===== config.mk =====
export PLATFORM = sky130hd
export DESIGN_NAME = sbc_ctrl
export DESIGN_NICKNAME = d
export VERILOG_FILES = /design/src/rtl/core/speckle_block_contrast_core_macros.svh /design/src/rtl/core/sbc_pkg.sv /design/src/rtl/core/sbc_ctrl.sv
export SDC_FILE = /design/constraint.sdc
export NUM_CORES = 1
export LEC_CHECK = 0
export ABC_AREA = 1
export BUFFER_PORTS_ARGS = -buffer_cell sky130_fd_sc_hd__buf_2
export CORE_MARGIN = 2
export CORE_UTILIZATION = 55
export DETAILED_ROUTE_END_ITERATION = 7
export GPL_ROUTABILITY_DRIVEN = 1
export HOLD_SLACK_MARGIN = 0.06
export PLACE_DENSITY = 0.78
export SETUP_SLACK_MARGIN = 0.15
export SYNTH_ARGS = -nofsm -noshare
export SYNTH_HDL_FRONTEND = slang
export SYNTH_SLANG_ARGS = --single-unit

===== constraint.sdc =====
create_clock -name clk -period 4.6 [get_ports clk]
set_input_delay 0.23 -clock clk [delete_from_list [all_inputs] [get_ports clk]]
set_output_delay 0.23 -clock clk [all_outputs]
set_load 0.03 [all_outputs]

===== src/rtl/core/speckle_block_contrast_core_macros.svh =====
// ----------------------------------------------------------------------------
// speckle block contrast assertion macros
// shared property forms for the core checks
// ----------------------------------------------------------------------------
`ifndef SPECKLE_BLOCK_CONTRAST_CORE_MACROS_SVH
`define SPECKLE_BLOCK_CONTRAST_CORE_MACROS_SVH

// same-cycle implication
`define SBC_ASSERT_IMP(lbl, clk, rst, ante, cons) \
  lbl: assert property (@(posedge clk) disable iff (rst) (ante) |-> (cons)) \
    else $error("speckle block contrast check failed");

// next-cycle implication
`define SBC_ASSERT_NXT(lbl, clk, rst, ante, cons) \
  lbl: assert property (@(posedge clk) disable iff (rst) (ante) |=> (cons)) \
    else $error("speckle block contrast check failed");

`endif


===== src/rtl/core/sbc_pkg.sv =====
// ----------------------------------------------------------------------------
// sbc_pkg
// types, commands and constants shared by the speckle contrast core
// ----------------------------------------------------------------------------
`default_nettype none

package sbc_pkg;

  localparam int MAX_WIDTH  = 1024;
  localparam int MAX_HEIGHT = 1024;
  localparam int MAX_BLOCK  = 16;
  localparam int MEM_DEPTH  = MAX_WIDTH;
  localparam int ADDR_W     = $clog2(MEM_DEPTH);

  localparam logic [23:0] K_MAX = 24'h7FFFFF;

  localparam logic [2:0] REG_IMAGE_WIDTH  = 3'd0;
  localparam logic [2:0] REG_IMAGE_HEIGHT = 3'd1;
  localparam logic [2:0] REG_BLOCK_SIZE   = 3'd2;
  localparam logic [2:0] REG_CALIB_STILL  = 3'd3;
  localparam logic [2:0] REG_CALIB_MOVING = 3'd4;

  typedef struct packed {
    logic [7:0] pixel;
    logic       frame_start;
  } in_item_t;

  typedef struct packed {
    logic signed [23:0] contrast;
    logic [9:0]         block_col;
    logic [9:0]         block_row;
    logic               frame_done;
  } out_item_t;

  typedef enum logic [3:0] {
    OP_NONE,
    OP_CLEAR,
    OP_RS_LOAD,
    OP_RS_STEP,
    OP_RS_STORE,
    OP_ACCEPT,
    OP_UPDATE,
    OP_MUL,
    OP_DIFF,
    OP_DLOAD,
    OP_DIV_STEP,
    OP_SQ_LOAD,
    OP_SQ_STEP,
    OP_CAL,
    OP_FIN,
    OP_OUT_LOAD
  } op_t;

  typedef struct packed {
    op_t               op;
    logic [ADDR_W-1:0] cnt;
  } cmd_t;

  typedef struct packed {
    logic blk_done;
    logic skip_div1;
    logic skip_div2;
  } stat_t;

endpackage

`default_nettype wire


===== src/rtl/core/sbc_ctrl.sv =====
// ----------------------------------------------------------------------------
// sbc_ctrl
// sequencer for clearing, geometry pass, accumulation and contrast math
// ----------------------------------------------------------------------------
`default_nettype none

module sbc_ctrl (
  input  logic          clk,
  input  logic          rst,
  input  logic          in_valid,
  output logic          in_stall,
  output logic          out_valid,
  input  logic          out_stall,
  input  logic          cfg_write,
  input  sbc_pkg::stat_t stat,
  output sbc_pkg::cmd_t  cmd
);
  import sbc_pkg::*;

  typedef enum logic [3:0] {
    ST_CLEAR, ST_IDLE, ST_RESYNC, ST_RSTORE, ST_UPD, ST_MUL, ST_DIFF, ST_DLOAD,
    ST_DIV1, ST_SQLOAD, ST_SQRT, ST_CAL, ST_DIV2, ST_FIN, ST_OUT
  } st_t;

  localparam logic [ADDR_W-1:0] CLEAR_LAST = ADDR_W'(MEM_DEPTH - 1);
  localparam logic [ADDR_W-1:0] RS_STEPS   = ADDR_W'(10);
  localparam logic [ADDR_W-1:0] DIV1_STEPS = ADDR_W'(45);
  localparam logic [ADDR_W-1:0] SQ_STEPS   = ADDR_W'(22);
  localparam logic [ADDR_W-1:0] DIV2_STEPS = ADDR_W'(39);

  st_t               state;
  logic [ADDR_W-1:0] cnt;
  logic              pend;
  logic              load_ok;

  assign load_ok  = !out_valid || !out_stall;
  assign in_stall = !(state == ST_IDLE && !pend);

  always_comb begin
    cmd.cnt = cnt;
    case (state)
      ST_CLEAR:  cmd.op = OP_CLEAR;
      ST_IDLE:   cmd.op = pend ? OP_RS_LOAD : (in_valid ? OP_ACCEPT : OP_NONE);
      ST_RESYNC: cmd.op = OP_RS_STEP;
      ST_RSTORE: cmd.op = OP_RS_STORE;
      ST_UPD:    cmd.op = OP_UPDATE;
      ST_MUL:    cmd.op = OP_MUL;
      ST_DIFF:   cmd.op = OP_DIFF;
      ST_DLOAD:  cmd.op = OP_DLOAD;
      ST_DIV1:   cmd.op = OP_DIV_STEP;
      ST_SQLOAD: cmd.op = OP_SQ_LOAD;
      ST_SQRT:   cmd.op = OP_SQ_STEP;
      ST_CAL:    cmd.op = OP_CAL;
      ST_DIV2:   cmd.op = OP_DIV_STEP;
      ST_FIN:    cmd.op = OP_FIN;
      ST_OUT:    cmd.op = load_ok ? OP_OUT_LOAD : OP_NONE;
      default:   cmd.op = OP_NONE;
    endcase
  end

  always_ff @(posedge clk) begin
    if (rst) begin
      state     <= ST_CLEAR;
      cnt       <= '0;
      pend      <= 1'b1;
      out_valid <= 1'b0;
    end else begin
      pend <= cfg_write || (pend && state != ST_IDLE);
      if (state == ST_OUT && load_ok) out_valid <= 1'b1;
      else if (!out_stall) out_valid <= 1'b0;
      case (state)
        ST_CLEAR: begin
          cnt <= cnt + 1'b1;
          if (cnt == CLEAR_LAST) state <= ST_IDLE;
        end
        ST_IDLE: begin
          if (pend) begin
            cnt   <= RS_STEPS;
            state <= ST_RESYNC;
          end else if (in_valid) begin
            state <= ST_UPD;
          end
        end
        ST_RESYNC: begin
          cnt <= cnt - 1'b1;
          if (cnt == '0) state <= ST_RSTORE;
        end
        ST_RSTORE: state <= ST_IDLE;
        ST_UPD:    state <= stat.blk_done ? ST_MUL : ST_IDLE;
        ST_MUL:    state <= ST_DIFF;
        ST_DIFF:   state <= ST_DLOAD;
        ST_DLOAD: begin
          cnt   <= DIV1_STEPS;
          state <= stat.skip_div1 ? ST_CAL : ST_DIV1;
        end
        ST_DIV1: begin
          cnt <= cnt - 1'b1;
          if (cnt == '0) state <= ST_SQLOAD;
        end
        ST_SQLOAD: begin
          cnt   <= SQ_STEPS;
          state <= ST_SQRT;
        end
        ST_SQRT: begin
          cnt <= cnt - 1'b1;
          if (cnt == '0) state <= ST_CAL;
        end
        ST_CAL: begin
          cnt   <= DIV2_STEPS;
          state <= stat.skip_div2 ? ST_OUT : ST_DIV2;
        end
        ST_DIV2: begin
          cnt <= cnt - 1'b1;
          if (cnt == '0) state <= ST_FIN;
        end
        ST_FIN: state <= ST_OUT;
        ST_OUT: begin
          if (load_ok) state <= ST_IDLE;
        end
        default: state <= ST_IDLE;
      endcase
    end
  end

endmodule

`default_nettype wire


==> impl_metrics.prom, run 1 <==
# TYPE chip_impl_metric gauge
chip_impl_info{name="run_status",value="finished clean"} 1
chip_impl_metric{name="power",unit="W"} 0.00136
chip_impl_metric{name="async_flop_share",unit="%"} 0
chip_impl_metric{name="drtIter0Drc",unit=""} 74
chip_impl_info{name="rr_startpoint",value="state[1]"} 1
chip_impl_metric{name="route.antenna.remaining_nets",unit=""} 0
chip_impl_metric{name="finalMaxSlewViolations",unit=""} 0
chip_impl_metric{name="insertedDiodeCount",unit=""} 0
chip_impl_metric{name="die-height",unit="um"} 57.5
chip_impl_metric{name="clkSlewWorstSetupHoldPaths",unit="ps"} 100
chip_impl_metric{name="critical_path.n_buffers_inverters",unit=""} 1
chip_impl_metric{name="pwr-share-seq",unit="%"} 19.8
chip_impl_metric{name="total_routing_usage_gr",unit="%"} 24.5
chip_impl_metric{name="dp_slack",unit="ps"} 2150
chip_impl_metric{name="grt_max_degree",unit=""} 13
chip_impl_metric{name="final.setup.tns",unit="ps"} 0
chip_impl_info{name="hold_path.startpoint",value="cfg_write"} 1
chip_impl_metric{name="num_vias",unit=""} 1701
chip_impl_metric{name="die_w",unit="um"} 57.5
chip_impl_metric{name="clock-sinks",unit=""} 16
chip_impl_metric{name="leakage",unit="nW"} 0.894
chip_impl_metric{name="met3_wire_length",unit="um"} 332
chip_impl_metric{name="yosysUniqueCellTypes",unit=""} 31
chip_impl_metric{name="place_hpwl",unit="mm"} 3.09
chip_impl_info{name="worst_path_max_delay_cell",value="sky130_fd_sc_hd__dfxtp_1"} 1
chip_impl_metric{name="synth.cell_area",unit="um2"} 1570
chip_impl_info{name="critical_path.most_common_cell",value="sky130_fd_sc_hd__nand3_1"} 1
chip_impl_info{name="critical_path_class",value="flip-flop to flip-flop"} 1
chip_impl_metric{name="pwr-share-comb",unit="%"} 72.9
chip_impl_metric{name="ctsLongestPathBuffers",unit=""} 2
chip_impl_info{name="worstSetupStartpointType",value="flip-flop"} 1
chip_impl_info{name="post-synth-top-count-cell",value="sky130_fd_sc_hd__nand2_1"} 1
chip_impl_metric{name="dr_wl_met2",unit="mm"} 1.63
chip_impl_info{name="synth_top_cells_by_area",value="sky130_fd_sc_hd__dfxtp_1, sky130_fd_sc_hd__nand2_1, sky130_fd_sc_hd__nor2_1"} 1
chip_impl_info{name="rsz0062_at_grt",value="false"} 1
chip_impl_metric{name="drc",unit=""} 0
chip_impl_metric{name="number_of_nets_in_the_synthesized_netlist",unit=""} 274
chip_impl_metric{name="grt_antenna_before_repair",unit=""} 0
chip_impl_info{name="synth_top_flop_cell",value="sky130_fd_sc_hd__dfxtp_1"} 1
chip_impl_metric{name="via_per_inst",unit=""} 5.45
chip_impl_metric{name="cap_violations",unit=""} 0
chip_impl_metric{name="area_share_of_the_leading_cell_type_in_the_synthesized_netlist",unit="%"} 20.4
chip_impl_metric{name="vdd_ir_drop_max",unit="mV"} 0.535
chip_impl_metric{name="timing.clock.skew",unit="ps"} 4.64
chip_impl_metric{name="holdWs",unit="ps"} 123
chip_impl_metric{name="cell_internal_pwr",unit="W"} 0.000572
chip_impl_metric{name="synth_seq_area_share",unit="%"} 20.4
chip_impl_metric{name="floorplan.io_pins",unit=""} 24
chip_impl_info{name="synth_top_cell_by_area",value="sky130_fd_sc_hd__dfxtp_1"} 1
chip_impl_metric{name="areaGrowthSynthToFinish",unit="%"} 10.2
chip_impl_metric{name="p_switching",unit="W"} 0.000788
chip_impl_metric{name="setup_slack",unit="ps"} 2100
chip_impl_metric{name="timing.slew.headroom",unit="%"} 67.5
chip_impl_metric{name="initial_utilization",unit="%"} 57.5
chip_impl_metric{name="detail_route.wirelength.met1",unit="mm"} 1.91
chip_impl_metric{name="final_min_period_over_clock_period",unit="%"} 54.4
chip_impl_metric{name="yosys_warnings",unit=""} 0
chip_impl_metric{name="clkLatencyLatePin",unit="ps"} 290
chip_impl_metric{name="post_cts_hold_buffer_count",unit=""} 0
chip_impl_metric{name="number_of_enable_type_register_cells_in_the_synthesized_netlist",unit=""} 0
chip_impl_info{name="tritoncts_clock_tree",value="built"} 1
chip_impl_metric{name="setup-violations-final",unit=""} 0
chip_impl_metric{name="post_placement_cell_count",unit=""} 308
chip_impl_metric{name="fillerInstances",unit=""} 267
chip_impl_metric{name="finalNonFillerCells",unit=""} 312
chip_impl_info{name="min_path_type",value="input port to flip-flop"} 1
chip_impl_info{name="synth_common_cells",value="sky130_fd_sc_hd__nand2_1, sky130_fd_sc_hd__nor2_1, sky130_fd_sc_hd__inv_1"} 1
chip_impl_metric{name="floorplan.die_area",unit="um2"} 3300
chip_impl_metric{name="yosys_register_bits",unit=""} 16
chip_impl_metric{name="floorplan.rows",unit=""} 19
chip_impl_metric{name="crit_path_max_fanout",unit=""} 12
chip_impl_metric{name="worst_pin_slew",unit="ps"} 486
chip_impl_metric{name="drt-pass1-iter-count",unit=""} 6
chip_impl_metric{name="cts_made_buffers",unit=""} 3
chip_impl_metric{name="post_synth_inst_count",unit=""} 257
chip_impl_metric{name="max_freq",unit="GHz"} 0.400
chip_impl_metric{name="wire_per_inst",unit="um"} 12.5
chip_impl_metric{name="finish.net_count",unit=""} 299
chip_impl_info{name="dr.max_layer_used",value="met4"} 1
chip_impl_metric{name="cp.required",unit="ps"} 4830
chip_impl_info{name="critical_path.cell_chain",value="nand3_1 > nand2_2 > inv_2 > fa_1 > o21ai_0 > nand3_1 > nand3_1 > nand3_1 > a21oi_1"} 1
chip_impl_metric{name="cp_slowest_stage_delay",unit="ps"} 640
chip_impl_metric{name="detail_route.wirelength",unit="mm"} 3.89
chip_impl_metric{name="arrival",unit="ps"} 2730
chip_impl_metric{name="clockPowerShare",unit="%"} 7.2
chip_impl_metric{name="power_switching_share",unit="%"} 57.9
chip_impl_metric{name="postCtsSetupBuffers",unit=""} 0
chip_impl_info{name="worst_setup_path_startpoint",value="state[1]"} 1
chip_impl_metric{name="gp_congestion",unit=""} 0.957
chip_impl_metric{name="layout.area.seq",unit="um2"} 320
chip_impl_info{name="critPathCaptureType",value="flip-flop"} 1
chip_impl_metric{name="timing_hold_violations_final",unit=""} 0
chip_impl_metric{name="cts_htree_levels",unit=""} 1
chip_impl_metric{name="global_route_wire_length_before_repair",unit="mm"} 6.47
chip_impl_metric{name="gr-total-overflow",unit=""} 0
chip_impl_info{name="cp_top_family",value="simple AND/OR/NAND/NOR gates"} 1
chip_impl_metric{name="multiInputGateArea",unit="um2"} 1110
chip_impl_metric{name="grt_pass1_vias",unit=""} 1466
chip_impl_metric{name="io_buffer_count",unit=""} 23
chip_impl_metric{name="finalCriticalPeriod",unit="ps"} 2500
chip_impl_metric{name="fraction_of_final_layout_cells_sized_beyond_drive_strength_1",unit="%"} 17.8
chip_impl_metric{name="cts_resized",unit=""} 0
chip_impl_info{name="ctsRootBufferMaster",value="sky130_fd_sc_hd__clkbuf_4"} 1
chip_impl_metric{name="power.density",unit="nW/um2"} 785
chip_impl_metric{name="core_area",unit="um2"} 2730
chip_impl_metric{name="average_cell_area_after_synthesis",unit="um2"} 6.12
-- routing by layer --
| layer | track usage, % | vias up |
|---|---|---|
| li1 | - | 881 |
| met1 | 36.9 | 746 |
| met2 | 37.8 | 72 |
| met4 | 3.99 | 0 |
| met5 | 0 | - |
| met3 | 3.40 | 2 |
-- final cells by class --
cell class	instances	share of cell area, %
multi-input combinational	207	63.8
sequential	16	18.5
inverter	31	6.71
timing repair buffer	23	6.64
tap	31	2.24
clock buffer	4	2.09
-- flip-flops by register name (all words and copies together), names as in the netlist --
register,flops
cnt,10
out_valid,1
pend,1
state,4
-- layout by cell type (no fill, tap or decap), types with 4 or more instances in the layout --
master	instances
sky130_fd_sc_hd__nand3_1	20
sky130_fd_sc_hd__inv_1	25
sky130_fd_sc_hd__buf_2	23
sky130_fd_sc_hd__nor3_1	5
sky130_fd_sc_hd__o21ai_0	12
sky130_fd_sc_hd__dfxtp_1	16
sky130_fd_sc_hd__inv_2	5
sky130_fd_sc_hd__ha_1	8
sky130_fd_sc_hd__nor2_1	41
sky130_fd_sc_hd__nand3b_1	4
sky130_fd_sc_hd__a21oi_1	15
sky130_fd_sc_hd__nand2_2	4
sky130_fd_sc_hd__nor2_4	8
sky130_fd_sc_hd__nand2_1	67
-- power groups by stage --
stage / combinational (W) / sequential [W] / clock [W]
finish: 0.000992 / 0.000270 / 0.0000981
floorplan: 0.000757 / 0.000296 / 0
CTS: 0.000986 / 0.000268 / 0.0000971
global placement: 0.000975 / 0.000271 / 0
detailed placement: 0.000982 / 0.000271 / 0
global route: 0.00111 / 0.000278 / 0.000103
-- per-stage QoR --
stage,util [%],instance area (um2)
floorplan,-,1570
global placement,62.1,1700
detailed placement,62.1,1700
CTS,63.4,1730
global route,63.4,1730
finish,63.4,1730
-- cell families (layout without fill, tap and decap cells) --
family / after synthesis / count (layout) / share of synthesized area [%]
AND/OR/NAND/NOR: 160 / 160 / 48.1
AO/OA/AOI/OAI: 35 / 35 / 12.9
buffers and inverters: 34 / 58 / 9.31
flip-flops: 16 / 16 / 20.4
adder cells (fa/ha/maj): 9 / 9 / 7.64
XOR/XNOR: 3 / 3 / 1.67
-- worst register-to-register path, stage by stage (launching register included) --
cell,delay (ps)
sky130_fd_sc_hd__dfxtp_1,640
sky130_fd_sc_hd__nand3_1,210
sky130_fd_sc_hd__nand2_2,260
sky130_fd_sc_hd__inv_2,100
sky130_fd_sc_hd__fa_1,410
sky130_fd_sc_hd__o21ai_0,390
sky130_fd_sc_hd__nand3_1,150
sky130_fd_sc_hd__nand3_1,100
sky130_fd_sc_hd__nand3_1,80
sky130_fd_sc_hd__a21oi_1,120
-- worst paths after layout --
path,to,slack (ps),cells after the start
worst max register to register,cnt[6],2100,9
worst max-delay path,cnt[6],2100,9
worst min register to register,out_valid,500,2
worst min-delay path,pend,120,3
Power figures use the tool's default switching activity.
==> inputs of run 2 (changes only) <==
==> constraint.sdc (replaced) <==
create_clock -name clk -period 2.4 [get_ports clk]
set_input_delay 0.12 -clock clk [delete_from_list [all_inputs] [get_ports clk]]
set_output_delay 0.12 -clock clk [all_outputs]
set_load 0.03 [all_outputs]
==> run 2 against run 1 <==
Final cell count rose by 2.2%. Clock power up 85%. Fmax increased by 22%. Clock-buffer cell count stayed put. Total power up 98%. First-iteration DRC count increased by 69%. Sequential power increased by 76%. Final area is 3.5% higher. Clock skew grew 4.7 ps. Largest power group unchanged.
==> impl_metrics.prom, run 2 (synthesis gave the netlist of run 1 again) <==
# TYPE chip_impl_metric gauge
chip_impl_metric{name="cap_violations",unit=""} 0
chip_impl_info{name="worst_path_max_delay_cell",value="sky130_fd_sc_hd__dfxtp_2"} 1
chip_impl_metric{name="io_buffer_count",unit=""} 23
chip_impl_info{name="worstSetupStartpointType",value="flip-flop"} 1
chip_impl_metric{name="initial_utilization",unit="%"} 57.5
chip_impl_metric{name="largest_register_ffs",unit=""} 10
chip_impl_metric{name="finalCriticalPeriod",unit="ps"} 2060
chip_impl_metric{name="insertedDiodeCount",unit=""} 0
chip_impl_metric{name="place_hpwl",unit="mm"} 3.25
chip_impl_info{name="layout_top_registers",value="cnt (10), state (4)"} 1
chip_impl_metric{name="finish.net_count",unit=""} 306
chip_impl_metric{name="final_min_period_over_clock_period",unit="%"} 85.6
chip_impl_metric{name="cts_htree_levels",unit=""} 1
chip_impl_info{name="critPathCaptureType",value="flip-flop"} 1
chip_impl_metric{name="finalNonFillerCells",unit=""} 319
chip_impl_metric{name="reg2reg_slack",unit="ps"} 340
chip_impl_metric{name="grt_max_degree",unit=""} 11
chip_impl_metric{name="die-height",unit="um"} 57.5
chip_impl_info{name="critical_path_class",value="flip-flop to flip-flop"} 1
chip_impl_metric{name="drtIter0Drc",unit=""} 125
chip_impl_info{name="ctsRootBufferMaster",value="sky130_fd_sc_hd__clkbuf_4"} 1
chip_impl_metric{name="holdWs",unit="ps"} 74.7
chip_impl_metric{name="cts_made_buffers",unit=""} 3
chip_impl_metric{name="floorplan.rows",unit=""} 19
chip_impl_metric{name="die_w",unit="um"} 57.5
chip_impl_info{name="worstSetupEndpoint",value="cnt[5]"} 1
chip_impl_info{name="hold_path.startpoint",value="rst"} 1
chip_impl_metric{name="drc",unit=""} 0
chip_impl_metric{name="wire_per_inst",unit="um"} 12.6
chip_impl_metric{name="clock-sinks",unit=""} 16
chip_impl_info{name="top_register",value="cnt"} 1
chip_impl_info{name="cp_top_family",value="simple AND/OR/NAND/NOR gates"} 1
chip_impl_metric{name="floorplan.die_area",unit="um2"} 3300
chip_impl_metric{name="clkSlewWorstSetupHoldPaths",unit="ps"} 100
chip_impl_metric{name="fillerInstances",unit=""} 279
chip_impl_metric{name="max_freq",unit="GHz"} 0.486
chip_impl_metric{name="gp_congestion",unit=""} 1.01
chip_impl_metric{name="vdd_ir_drop_max",unit="mV"} 1.13
chip_impl_metric{name="ctsLongestPathBuffers",unit=""} 2
chip_impl_info{name="worstReg2RegEnd",value="cnt[5]"} 1
chip_impl_metric{name="postPlaceCellArea",unit="um2"} 1740
chip_impl_metric{name="fraction_of_final_layout_cells_sized_beyond_drive_strength_1",unit="%"} 20.5
chip_impl_metric{name="num_vias",unit=""} 1753
chip_impl_metric{name="grt_antenna_before_repair",unit=""} 0
chip_impl_metric{name="leakage",unit="nW"} 0.930
chip_impl_metric{name="power.density",unit="nW/um2"} 1500
chip_impl_metric{name="arrival",unit="ps"} 2290
chip_impl_metric{name="worst_pin_slew",unit="ps"} 304
chip_impl_info{name="worst_setup_path_startpoint",value="state[1]"} 1
chip_impl_metric{name="post_placement_cell_count",unit=""} 314
chip_impl_info{name="rsz0062_at_grt",value="false"} 1
chip_impl_metric{name="via_per_inst",unit=""} 5.50
chip_impl_metric{name="timing.clock.skew",unit="ps"} 9.38
chip_impl_metric{name="utilization",unit="%"} 65.6
chip_impl_metric{name="cp.required",unit="ps"} 2630
chip_impl_metric{name="crit_path_max_fanout",unit=""} 7
chip_impl_metric{name="total_routing_usage_gr",unit="%"} 25.5
chip_impl_metric{name="detail_route.wirelength",unit="mm"} 4.03
chip_impl_metric{name="global_route_wire_length_before_repair",unit="mm"} 6.66
chip_impl_metric{name="setup-violations-final",unit=""} 0
chip_impl_metric{name="design_area",unit="um2"} 1790
chip_impl_metric{name="timing.slew.headroom",unit="%"} 79.6
chip_impl_info{name="layout.cells.most_common",value="sky130_fd_sc_hd__nand2_1"} 1
chip_impl_metric{name="grt_pass1_vias",unit=""} 1503
chip_impl_info{name="tritoncts_clock_tree",value="built"} 1
chip_impl_metric{name="final.setup.tns",unit="ps"} 0
chip_impl_metric{name="areaGrowthSynthToFinish",unit="%"} 14.1
chip_impl_metric{name="route.antenna.remaining_nets",unit=""} 0
chip_impl_metric{name="critical_path.n_buffers_inverters",unit=""} 2
chip_impl_metric{name="core_area",unit="um2"} 2730
chip_impl_info{name="rr_startpoint",value="state[1]"} 1
chip_impl_metric{name="gr-total-overflow",unit=""} 0
chip_impl_metric{name="crit_cells",unit=""} 12
chip_impl_info{name="layout.cells.most_common_list",value="sky130_fd_sc_hd__nand2_1, sky130_fd_sc_hd__nor2_1, sky130_fd_sc_hd__inv_1"} 1
chip_impl_metric{name="timing_hold_violations_final",unit=""} 0
chip_impl_metric{name="finalMaxSlewViolations",unit=""} 0
chip_impl_metric{name="postCtsSetupBuffers",unit=""} 0
chip_impl_metric{name="cp_slowest_stage_delay",unit="ps"} 410
chip_impl_metric{name="drt-pass1-iter-count",unit=""} 4
chip_impl_metric{name="clkLatencyLatePin",unit="ps"} 290
chip_impl_metric{name="floorplan.io_pins",unit=""} 24
chip_impl_metric{name="reg2reg_depth",unit=""} 12
chip_impl_info{name="min_path_type",value="input port to flip-flop"} 1
chip_impl_info{name="run_status",value="finished clean"} 1
chip_impl_info{name="critical_path.cell_chain",value="nor2_4 > nand2_2 > nand2_2 > buf_4 > ha_1 > nand2_1 > inv_1 > nand3_1 > nand2_1 > xor2_1 > a21oi_1 > nor2_1"} 1
==> run 2: cell count changes in the layout (fill, tap and decap cells not counted) <==
cell | previous run | this run
sky130_fd_sc_hd__a21oi_1 | 15 | 14
sky130_fd_sc_hd__a21oi_2 | 0 | 1
sky130_fd_sc_hd__buf_4 | 0 | 6
sky130_fd_sc_hd__dfxtp_1 | 16 | 14
sky130_fd_sc_hd__dfxtp_2 | 0 | 2
sky130_fd_sc_hd__dlygate4sd3_1 | 0 | 1
sky130_fd_sc_hd__o21ai_0 | 12 | 11
sky130_fd_sc_hd__o21ai_1 | 1 | 2
==> run 2: cell type report <==
| class | count | area (um2) | area share (%) |
|---|---|---|---|
| Multi-Input combinational cell | 207 | 1110 | 61.9 |
| Sequential cell | 16 | 323 | 18.0 |
| Timing Repair Buffer | 30 | 170 | 9.48 |
| Inverter | 31 | 116 | 6.49 |
| Tap cell | 31 | 38.8 | 2.16 |
| Clock buffer | 4 | 36.3 | 2.02 |
==> run 2: how the worst min path moves through the flow <==
stage                     endpoint  slack, ps  depth (start not counted)
after CTS                   cnt[8]         70                          2
final                       cnt[8]         70                          2
after floorplan             cnt[6]        190                          1
after global placement        pend        310                          3
after detailed placement      pend        320                          3
after global routing        cnt[9]         80                          2
==> run 2: repair_timing <==
| item | 4_1_cts | 5_1_grt |
|---|---|---|
| gates resized for setup | 0 | 4 |
| setup endpoints to repair | 0 | 6 |
| endpoints found under the hold margin | 1 | 0 |
| hold buffers | 1 | 0 |
==> run 2: routing by layer <==
metal,routed length [um],vias to the layer above,part of all wire [%],global-route usage (%)
li1,-,907,-,-
met1,1940,767,48,38.3
met2,1680,71,42,37.7
met3,341,8,8.5,4.31
met4,75,0,1.9,6.98
met5,0,-,0,0
==> run 2: metrics by stage <==
step           power (W)  worst slack [ps]
2_1_floorplan    0.00202               333
3_3_place_gp     0.00245               296
3_5_place_dp     0.00246               196
4_1_cts          0.00266               176
5_1_grt          0.00294               171
6_report         0.00269               344
==> run 2: where the power goes <==
part	internal (W)	switching [W]
sequential	0.000362	0.000113
clock	0.0000923	0.0000886
combinational	0.000697	0.00133
